## src/rtl/trp_pkg.sv

```systemverilog
`timescale 1ns / 1ps
// ----------------------------------------------------------------------------
// Touch report parser package
// Types, codes and constants shared by the touch report parser modules.
// ----------------------------------------------------------------------------
package trp_pkg;

    // Field widths of the input and result beats.
    localparam int CMD_W      = 2;
    localparam int BYTE_W     = 8;
    localparam int SECS_W     = 8;
    localparam int PIXEL_W    = 11;

    // Configuration register widths and the write port.
    localparam int SIZE_W     = 12;
    localparam int TPS_W      = 21;
    localparam int CFG_DATA_W = 21;
    localparam int CFG_IDX_W  = 2;

    // A coordinate is two seven-bit groups.
    localparam int GROUP_W    = 7;
    localparam int RAW_W      = 2 * GROUP_W;

    // Tick limit and elapsed count hold seconds times ticks per second.
    localparam int TICK_W     = SECS_W + TPS_W;

    // Scaled product before the shift.
    localparam int PROD_W     = RAW_W + SIZE_W;

    localparam int NATIVE_BOUND_LOG2_DEFAULT = 12;

    localparam logic [BYTE_W-1:0]  HEADER_BASE = 8'h80;
    localparam logic [PIXEL_W-1:0] PIXEL_MAX   = 11'd2047;

    // Register values after reset.
    localparam logic [SIZE_W-1:0] WIDTH_RESET  = 12'd800;
    localparam logic [SIZE_W-1:0] HEIGHT_RESET = 12'd480;
    localparam logic [TPS_W-1:0]  TPS_RESET    = 21'd1000;

    // Configuration register indexes.
    typedef enum logic [CFG_IDX_W-1:0] {
        CFG_SCREEN_WIDTH     = 2'd0,
        CFG_SCREEN_HEIGHT    = 2'd1,
        CFG_TICKS_PER_SECOND = 2'd2
    } cfg_index_t;

    // Input commands.
    typedef enum logic [CMD_W-1:0] {
        CMD_START = 2'd0,
        CMD_BYTE  = 2'd1,
        CMD_TICK  = 2'd2
    } cmd_t;

    // Decoder phase.
    typedef enum logic [2:0] {
        PH_IDLE = 3'd0,
        PH_HEAD = 3'd1,
        PH_XLO  = 3'd2,
        PH_XHI  = 3'd3,
        PH_YLO  = 3'd4,
        PH_YHI  = 3'd5
    } phase_t;

    // One result beat.
    typedef struct packed {
        logic [PIXEL_W-1:0] x_pixel;
        logic [PIXEL_W-1:0] y_pixel;
        logic               timed_out;
    } result_t;

endpackage

```

## src/rtl/trp_out_buf.sv

```systemverilog
`timescale 1ns / 1ps
// ----------------------------------------------------------------------------
// Touch report parser result buffer
// Output register with a skid stage, so that a new beat can be taken while a
// finished result still waits on the result channel.
// ----------------------------------------------------------------------------
module trp_out_buf (
    input  logic             aclk,
    input  logic             aresetn,
    input  logic             push,
    input  trp_pkg::result_t push_data,
    output logic             can_push,
    output logic             out_valid,
    output trp_pkg::result_t out_data,
    input  logic             out_ready
);

    logic             head_valid_reg, head_valid_next;
    logic             skid_valid_reg, skid_valid_next;
    trp_pkg::result_t head_data_reg,  head_data_next;
    trp_pkg::result_t skid_data_reg,  skid_data_next;
    logic             pop;

    assign pop       = head_valid_reg && out_ready;
    assign can_push  = !skid_valid_reg;
    assign out_valid = head_valid_reg;
    assign out_data  = head_data_reg;

    // Move results from the input to the head, or park them in the skid stage.
    always_comb begin
        head_valid_next = head_valid_reg;
        skid_valid_next = skid_valid_reg;
        head_data_next  = head_data_reg;
        skid_data_next  = skid_data_reg;
        if (skid_valid_reg) begin
            if (pop) begin
                head_data_next  = skid_data_reg;
                skid_valid_next = 1'b0;
            end
        end else if (push) begin
            if (!head_valid_reg || pop) begin
                head_data_next  = push_data;
                head_valid_next = 1'b1;
            end else begin
                skid_data_next  = push_data;
                skid_valid_next = 1'b1;
            end
        end else if (pop) begin
            head_valid_next = 1'b0;
        end
    end

    // Valid flags are cleared by reset; the data needs none.
    always_ff @(posedge aclk) begin
        if (!aresetn) begin
            head_valid_reg <= 1'b0;
            skid_valid_reg <= 1'b0;
        end else begin
            head_valid_reg <= head_valid_next;
            skid_valid_reg <= skid_valid_next;
        end
        head_data_reg <= head_data_next;
        skid_data_reg <= skid_data_next;
    end

endmodule

```

## src/rtl/touch_report_parser.sv

```systemverilog
`timescale 1ns / 1ps
// ----------------------------------------------------------------------------
// Touch report parser
// Decodes pen reports from a received byte stream and scales them to pixels.
// ----------------------------------------------------------------------------
// The parser takes one input beat in every clock cycle while s_ready is high.
// A start beat arms a wait for a header byte of 0x80 or 0x81, and tick beats
// time that wait out on the tick that takes the count past timeout_seconds
// times ticks_per_second. The four bytes after a header give x and y, low
// seven bits first; a report with a coordinate at or above 2**NATIVE_BOUND_LOG2
// is dropped and the header wait goes on. The result of a beat is registered
// and shows on the m_ side. A two-entry result buffer sets the rate: s_ready
// falls only while two results wait unclaimed on the m_ side.
module touch_report_parser #(
    parameter int NATIVE_BOUND_LOG2 = trp_pkg::NATIVE_BOUND_LOG2_DEFAULT
) (
    input  logic                            aclk,
    input  logic                            aresetn,
    // Configuration write port.
    input  logic                            cfg_wr_en,
    input  logic [trp_pkg::CFG_IDX_W-1:0]   cfg_index,
    input  logic [trp_pkg::CFG_DATA_W-1:0]  cfg_wdata,
    // Input channel.
    input  logic                            s_valid,
    output logic                            s_ready,
    input  logic [trp_pkg::CMD_W-1:0]       s_cmd,
    input  logic [trp_pkg::BYTE_W-1:0]      s_rx_byte,
    input  logic                            s_pen_edge,
    input  logic [trp_pkg::SECS_W-1:0]      s_timeout_seconds,
    // Result channel.
    output logic                            m_valid,
    input  logic                            m_ready,
    output logic [trp_pkg::PIXEL_W-1:0]     m_x_pixel,
    output logic [trp_pkg::PIXEL_W-1:0]     m_y_pixel,
    output logic                            m_timed_out
);

    localparam int RAW_W   = trp_pkg::RAW_W;
    localparam int GROUP_W = trp_pkg::GROUP_W;
    localparam int TICK_W  = trp_pkg::TICK_W;
    localparam int PROD_W  = trp_pkg::PROD_W;
    localparam int PIXEL_W = trp_pkg::PIXEL_W;

    // Native coordinate bound, one bit wider than a raw coordinate.
    localparam logic [RAW_W:0] BOUND = (RAW_W+1)'(1) << NATIVE_BOUND_LOG2;
    localparam logic [TICK_W-1:0] ELAPSED_MAX = '1;

    // Configuration registers.
    logic [trp_pkg::SIZE_W-1:0] width_reg;
    logic [trp_pkg::SIZE_W-1:0] height_reg;
    logic [trp_pkg::TPS_W-1:0]  tps_reg;

    // Decoder state.
    trp_pkg::phase_t   phase_reg,   phase_next;
    logic              edge_reg,    edge_next;
    logic [TICK_W-1:0] limit_reg,   limit_next;
    logic [TICK_W-1:0] elapsed_reg, elapsed_next;
    logic [RAW_W-1:0]  raw_x_reg,   raw_x_next;
    logic [RAW_W-1:0]  raw_y_reg,   raw_y_next;

    logic              accept;
    logic              push;
    trp_pkg::result_t  push_data;
    trp_pkg::result_t  out_data;
    logic [GROUP_W-1:0] seven;
    logic [RAW_W-1:0]  y_full;
    logic              in_bounds;
    logic [PROD_W-1:0] prod_x, prod_y;
    logic [PROD_W-1:0] shift_x, shift_y;
    logic [TICK_W-1:0] elapsed_inc;

    assign accept = s_valid && s_ready;
    assign seven  = s_rx_byte[GROUP_W-1:0];

    // Configuration writes; unknown indexes are ignored.
    always_ff @(posedge aclk) begin
        if (!aresetn) begin
            width_reg  <= trp_pkg::WIDTH_RESET;
            height_reg <= trp_pkg::HEIGHT_RESET;
            tps_reg    <= trp_pkg::TPS_RESET;
        end else if (cfg_wr_en) begin
            case (trp_pkg::cfg_index_t'(cfg_index))
                trp_pkg::CFG_SCREEN_WIDTH:     width_reg  <= cfg_wdata[trp_pkg::SIZE_W-1:0];
                trp_pkg::CFG_SCREEN_HEIGHT:    height_reg <= cfg_wdata[trp_pkg::SIZE_W-1:0];
                trp_pkg::CFG_TICKS_PER_SECOND: tps_reg    <= cfg_wdata[trp_pkg::TPS_W-1:0];
                default: ;
            endcase
        end
    end

    // Bounds check and scaling of a completed report.
    assign y_full    = {seven, raw_y_reg[GROUP_W-1:0]};
    assign in_bounds = ({1'b0, raw_x_reg} < BOUND) && ({1'b0, y_full} < BOUND);
    assign prod_x    = PROD_W'(raw_x_reg) * PROD_W'(width_reg);
    assign prod_y    = PROD_W'(y_full) * PROD_W'(height_reg);
    assign shift_x   = prod_x >> NATIVE_BOUND_LOG2;
    assign shift_y   = prod_y >> NATIVE_BOUND_LOG2;

    // Saturating tick count.
    assign elapsed_inc = (elapsed_reg == ELAPSED_MAX) ? elapsed_reg
                                                      : elapsed_reg + TICK_W'(1);

    // Next state and result for the accepted beat.
    always_comb begin
        phase_next   = phase_reg;
        edge_next    = edge_reg;
        limit_next   = limit_reg;
        elapsed_next = elapsed_reg;
        raw_x_next   = raw_x_reg;
        raw_y_next   = raw_y_reg;
        push         = 1'b0;
        push_data    = '0;
        if (accept) begin
            if (s_cmd == trp_pkg::CMD_START) begin
                edge_next    = s_pen_edge;
                limit_next   = TICK_W'(s_timeout_seconds) * TICK_W'(tps_reg);
                elapsed_next = '0;
                raw_x_next   = '0;
                raw_y_next   = '0;
                phase_next   = trp_pkg::PH_HEAD;
            end else if (phase_reg != trp_pkg::PH_IDLE && s_cmd == trp_pkg::CMD_TICK) begin
                elapsed_next = elapsed_inc;
                if (phase_reg == trp_pkg::PH_HEAD && elapsed_inc > limit_reg) begin
                    phase_next          = trp_pkg::PH_IDLE;
                    push                = 1'b1;
                    push_data.timed_out = 1'b1;
                end
            end else if (phase_reg != trp_pkg::PH_IDLE && s_cmd == trp_pkg::CMD_BYTE) begin
                case (phase_reg)
                    trp_pkg::PH_HEAD: begin
                        if (s_rx_byte == (trp_pkg::HEADER_BASE | trp_pkg::BYTE_W'(edge_reg))) begin
                            phase_next = trp_pkg::PH_XLO;
                        end
                    end
                    trp_pkg::PH_XLO: begin
                        raw_x_next = RAW_W'(seven);
                        phase_next = trp_pkg::PH_XHI;
                    end
                    trp_pkg::PH_XHI: begin
                        raw_x_next = {seven, raw_x_reg[GROUP_W-1:0]};
                        phase_next = trp_pkg::PH_YLO;
                    end
                    trp_pkg::PH_YLO: begin
                        raw_y_next = RAW_W'(seven);
                        phase_next = trp_pkg::PH_YHI;
                    end
                    trp_pkg::PH_YHI: begin
                        raw_y_next = y_full;
                        if (!in_bounds) begin
                            phase_next = trp_pkg::PH_HEAD;
                        end else begin
                            phase_next        = trp_pkg::PH_IDLE;
                            push              = 1'b1;
                            push_data.x_pixel = (shift_x[PROD_W-1:PIXEL_W] != '0)
                                                ? trp_pkg::PIXEL_MAX : shift_x[PIXEL_W-1:0];
                            push_data.y_pixel = (shift_y[PROD_W-1:PIXEL_W] != '0)
                                                ? trp_pkg::PIXEL_MAX : shift_y[PIXEL_W-1:0];
                        end
                    end
                    default: begin
                        phase_next = trp_pkg::PH_IDLE;
                    end
                endcase
            end
        end
    end

    // Decoder state registers.
    always_ff @(posedge aclk) begin
        if (!aresetn) begin
            phase_reg   <= trp_pkg::PH_IDLE;
            edge_reg    <= 1'b0;
            limit_reg   <= '0;
            elapsed_reg <= '0;
            raw_x_reg   <= '0;
            raw_y_reg   <= '0;
        end else begin
            phase_reg   <= phase_next;
            edge_reg    <= edge_next;
            limit_reg   <= limit_next;
            elapsed_reg <= elapsed_next;
            raw_x_reg   <= raw_x_next;
            raw_y_reg   <= raw_y_next;
        end
    end

    // Result register with skid stage.
    trp_out_buf u_out_buf (
        .aclk      (aclk),
        .aresetn   (aresetn),
        .push      (push),
        .push_data (push_data),
        .can_push  (s_ready),
        .out_valid (m_valid),
        .out_data  (out_data),
        .out_ready (m_ready)
    );

    assign m_x_pixel   = out_data.x_pixel;
    assign m_y_pixel   = out_data.y_pixel;
    assign m_timed_out = out_data.timed_out;

endmodule

```

## config.mk

```make
export PLATFORM = sky130hd
export DESIGN_NAME = touch_report_parser
export DESIGN_NICKNAME = d
export VERILOG_FILES = /design/src/rtl/trp_pkg.sv /design/src/rtl/trp_out_buf.sv /design/src/rtl/touch_report_parser.sv
export SDC_FILE = /design/constraint.sdc
export NUM_CORES = 1
export LEC_CHECK = 0
export ABC_AREA = 1
export BUFFER_PORTS_ARGS = -buffer_cell sky130_fd_sc_hd__buf_4
export CORE_ASPECT_RATIO = 1.5
export CORE_MARGIN = 5
export CORE_UTILIZATION = 60
export CTS_BUF_LIST = sky130_fd_sc_hd__clkbuf_2 sky130_fd_sc_hd__clkbuf_4 sky130_fd_sc_hd__clkbuf_8
export DETAILED_ROUTE_END_ITERATION = 8
export HOLD_SLACK_MARGIN = 0.02
export PLACE_DENSITY = 0.82
export SETUP_SLACK_MARGIN = 0.05
export SLEW_MARGIN = 20
export SYNTH_ARGS = -nofsm -noshare
export SYNTH_HDL_FRONTEND = slang
export SYNTH_SLANG_ARGS = --single-unit
export TNS_END_PERCENT = 10
```

## constraint.sdc

```tcl
create_clock -name aclk -period 8.5 [get_ports aclk]
set_input_delay 0.85 -clock aclk [delete_from_list [all_inputs] [get_ports aclk]]
set_output_delay 0.85 -clock aclk [all_outputs]
set_load 0.1 [all_outputs]
```

-- Yosys cells after proc, flatten, opt, wreduce, memory -nomap -nowiden
Index checks and enable logic that the tools add are counted.
- logic and storage cells: 125
- flip-flop bits (word level): 176
- output and inout bits: 25
- bits of input ports: 47
- bitwise gates (word level): 2
- magnitude comparators: 3
- multiply operators: 3
- multiplexer cells: 45
- reductions and logical operators: 35
- equal/unequal tests: 18
- add/subtract/negate cells: 1
- operators with widths (kind ; number):
    $mux W23 ; 6
    $mux W22 ; 4
    $mux W29 ; 3
    $mul A14 B12 Y26 ; 2
    $mux W14 ; 3
    $reduce_bool A15 Y1 ; 2
    $add A29 B1 Y29 const B ; 1
    $eq A29 B29 Y1 const B ; 1
    $gt A29 B29 Y1 ; 1
    $mul A8 B21 Y29 ; 1
    $lt A14 B13 Y1 const B ; 2
    $pmux W14 S2 ; 1
    $mux W11 ; 2
    $mux W7 ; 3
    $mux W1 ; 16
    $mux W3 ; 5
    $pmux W3 S5 ; 1
    $pmux W7 S2 ; 1
    $reduce_bool A2 Y1 ; 7
    $reduce_and A2 Y1 ; 5
    $reduce_and A5 Y1 ; 2
    $reduce_and A3 Y1 ; 3
    $reduce_bool A3 Y1 ; 3
    $eq A8 B8 Y1 ; 1
    15 further kinds ; 31

-- Longest topological paths before layout
- depth in word-level cells: 12
- depth in mapped cells: 29
- mapped depth without buffers: 27

-- Cells and area by module
Synthesis repeated with hierarchy kept, for this count alone.
- cells, all modules: 3550
- area, all modules: 25391.9 µm²
- modules (own cells, without submodules) (module ; seq. area each (µm²) ; area each (µm²) ; instances ; cells each):
    touch_report_parser ; 2562.5 ; 23561.3 ; 1 ; 3409
    trp_out_buf ; 1421.4 ; 1830.5 ; 1 ; 141

-- Worst setup path after synthesis
OpenSTA, ideal clock, no wires.
- path kind: in2reg
- start: input port s_rx_byte[6] in the netlist's numbering
- end: register u_out_buf.head_data_reg, in the netlist u_out_buf.out_data[11], data pin
- setup slack: 2893 ps
- path buffers: 2
- stages: 27
- required time: 8246 ps
- arrival: 5353 ps
- setup time: 254 ps
- cells stage by stage: clkbuf_1 -> nand2_1 -> fa_1 -> inv_1 -> fa_1 -> inv_1 -> fa_1 -> inv_1 -> fa_1 -> inv_1 -> fa_1 -> inv_1 -> ha_1 -> nand2_1 -> nor2_1 -> inv_1 -> nor2_2 -> nand3_1 -> nand3_1 -> nand2_1 -> nand2_1 -> nand2_2 -> nor2_4 -> buf_6 -> nand2_2 -> nand2_1 -> nand2_1
- RTL lines (item ; line ; text):
    start, declared ; touch_report_parser.sv:27 ; input logic [trp_pkg::BYTE_W-1:0] s_rx_byte,
    end signal, assigned ; trp_out_buf.sv:62 ; head_data_reg <= head_data_next;
    end, declared ; trp_out_buf.sv:20 ; trp_pkg::result_t head_data_reg, head_data_next;

==> metrics.md <==
| Metric | Value |
|---|---|
| Outcome | finished clean |
| Sw Pwr | 1640 uW |
| Max-cap viol count | 0 |
| First-pass GRT wire length | 106000 um |
| Minimum clock period | 5.93 ns |
| Initial antenna violation count | 3 |
| Htree depth | 4 |
| Setup WS pre-CTS | 2.50 ns |
| CTS tree | yes |
| Vias in the first global route | 22600 |
| CP required | 8.77 ns |
| Worst path arrival time | 6.20 ns |
| Clk sink count | 176 |
| Clock group share of total power | 18.0% |
| Remaining DRCs | 0 |
| Area Growth Syn to Fin | 4.47% |
| Total core area | 41800 um2 |
| Largest net degree at the start of global routing | 66 |
| Static Leak | 0.0148 uW |
| GRT Total Usage | 28.3% |
| Max Clk Rate | 0.169 GHz |
| IO Port Bufs | 71 |
| WHS Endpoint | limit_reg[3]$_SDFFE_PN0P_ |
| CP endpoint kind | register |
| CP most frequent cell | nand2_1 |
| Die width | 177 um |
| Part of the power in registers | 27.2% |
| RSZ-0062 raised after global routing | false |
| Netlist cell types | 44 |
| Sw Share | 47.8% |
| Layout cells sized above 1 | 4.57% |
| Setup slack, reg-to-reg | 2.57 ns |
| Slew Viols, Final | 0 |
| Critical path's largest stage delay | 0.80 ns |
| Sequential-to-total area share from yosys stat | 15.8% |
| Crit path kind | register to register |
| Hold/Removal Path Class | register to register |
| Crit Reg-Reg Endpoint | u_out_buf.out_data[16]$_DFFE_PP_ |
| Fin util | 63.1% |
| Comb pwr share | 54.7% |
| Hold_buf cts | 0 |
| Most common cell after layout, fill and taps aside | nand2_1 |
| Die H | 261 um |
| Synthesized area | 25200 um2 |
| Clock skew | 0.0239 ns |
| YS warnings | 0 |
| Total number of vias | 21600 |
| Layout net count | 4065 |
| Clock Latency Late Sink | 0.50 ns |
| Setup violators final | 0 |
| Hold path startpoint | limit_reg[3]$_SDFFE_PN0P_ |
| Router iterations before antenna repair | 6 |
| Grt ovf | 0 |
| Hpwl dp | 50500 um |
| Worst Max-Slew Pin Slew | 0.961 ns |
| Clk slew on worst S/H paths | 0.11 ns |
| Crit-path leading delay family | adder cells |
| Ys flop type | dfxtp_1 |
| EDFF count, synth | 46 |
| CP Buf/Inv Count | 5 |
| Fill count | 3806 |
| Cts bufs inserted | 17 |
| Final worst setup slack | 2.57 ns |
| Most frequent cells in the layout | nand2_1 (1058), inv_1 (833), fa_1 (352), nor2_1 (200), ha_1 (199) |
| Die footprint | 46300 um2 |
| FP Rows | 92 |
| Fin crit share | 69.8% |
| Slew Limit Headroom | 35.9% |
| Cells after Synth | 3508 |
| Reg2Reg Launch Point | width_reg[4]$_SDFFE_PN0P_ |
| Post-CTS Setup Bufs | 0 |
| Hold Crit Depth | 2 |
| Synthesized Nets | 4106 |
| Crit-path max FO | 15 |
| Syn Area/Cell | 7.19 um2 |
| CTS root buf | clkbuf_8 |
| PostCTS Resize Cnt | 0 |
| Post-synth ARST share | 0% |
| Final ANT Viol Nets | 0 |
| Slowest CP cell | dfxtp_1 |
| Longest Clk Path Bufs | 2 |
| Final WL | 62500 um |
| Number of synthesized register bits | 176 |
| Startpoint type of the worst setup path | register |
| Max VDD drop | 0.175 mV |
| Reg2reg path depth | 25 |
| Starting Density | 60.4% |
| Final Hold Viols | 0 |
| Via density | 5.33 |
| Cell Int Power | 1790 uW |
| Routability cong. | 0.933 |
| Design Power | 3430 uW |
| Setup TNS Final | 0 ns |
| DRT iter0 DRCs | 1277 |
| Power Density | 130 nW/um2 |
| Ports | 72 |
| Drt wl/cell | 15.4 um |
==> cells in the mapped netlist (11+ instances only) <==
cell / number / area share (%)
nand2_1: 1058 / 16
edfxtp_1: 46 / 5.5
xor2_1: 36 / 1.2
fa_1: 352 / 28
inv_1: 834 / 12
dfxtp_1: 130 / 10
nand3b_1: 11 / 0.33
nand3_1: 88 / 1.7
nand2_2: 16 / 0.40
nand4_1: 33 / 0.82
nor3_1: 25 / 0.50
a21oi_1: 149 / 3.0
o21bai_1: 18 / 0.54
clkbuf_1: 117 / 1.7
xnor2_1: 22 / 0.76
nor2_1: 200 / 3.0
o21ai_0: 85 / 1.7
ha_1: 199 / 9.9
==> worst register-to-register path: cells and delay by family (launching register included) <==
family,cells,cell delay [ns]
fa+ha+maj,6,2.86
simple gates,14,1.79
flops,1,0.80
buf+inv,5,0.26
==> layout make-up <==
type | count | area, um2 | share of cell area, %
multi-input cells | 2355 | 17500 | 66.5
flip-flops and latches | 176 | 3980 | 15.1
inverters | 843 | 3160 | 12.0
well taps | 564 | 706 | 2.68
repair buffers | 74 | 556 | 2.11
clock buffers | 18 | 241 | 0.916
clock inverters | 14 | 169 | 0.641
diodes | 1 | 2.50 | 0.00949
==> stage by stage <==
step                      cells  cell area [um2]  hold slack, ns
final                      4045            26400           0.480
after detailed placement   4012            25900           0.472
after CTS                  4044            26400           0.487
after global placement     4012            25900           0.460
after global routing       4045            26400           0.506
after floorplan            3508            25200           0.435
==> logic make-up after synthesis <==
kind of cell    Yosys count  synth area share, %
compound gates          278                 6.01
xor+xnor                 58                 2.01
fa+ha+maj               551                 37.8
buf+inv                 977                 14.7
flops                   176                 15.8
simple gates           1468                 23.6
==> power groups by stage <==
stage | Sequential (uW) | Clock (uW) | Combinational, uW
3_5_place_dp | 951 | 0 | 1880
6_report | 934 | 619 | 1880
5_1_grt | 937 | 665 | 2160
4_1_cts | 932 | 627 | 1890
2_1_floorplan | 906 | 0 | 1400
3_3_place_gp | 950 | 0 | 1860
==> worst max path at each step <==
stage	endpoint	cells past startpoint	startpoint	slack, ns
after floorplan	u_out_buf.out_data[11]$_DFFE_PP_	27	s_rx_byte[6]	2.89
after global placement	u_out_buf.out_data[1]$_DFFE_PP_	26	s_rx_byte[6]	2.55
after detailed placement	u_out_buf.out_data[2]$_DFFE_PP_	26	s_rx_byte[6]	2.50
after CTS	u_out_buf.out_data[16]$_DFFE_PP_	25	width_reg[3]$_SDFFE_PN0P_	2.59
after global routing	u_out_buf.out_data[16]$_DFFE_PP_	25	width_reg[4]$_SDFFE_PN0P_	2.28
final	u_out_buf.out_data[16]$_DFFE_PP_	25	width_reg[4]$_SDFFE_PN0P_	2.57
==> metal layers <==
| metal | part of all wire (%) | track usage [%] |
|---|---|---|
| met4 | 5.4 | 14.7 |
| met3 | 4.4 | 3.22 |
| met2 | 53 | 53.5 |
| met5 | 0.043 | 0 |
| met1 | 37 | 30.8 |
Power figures use the tool's default switching activity.
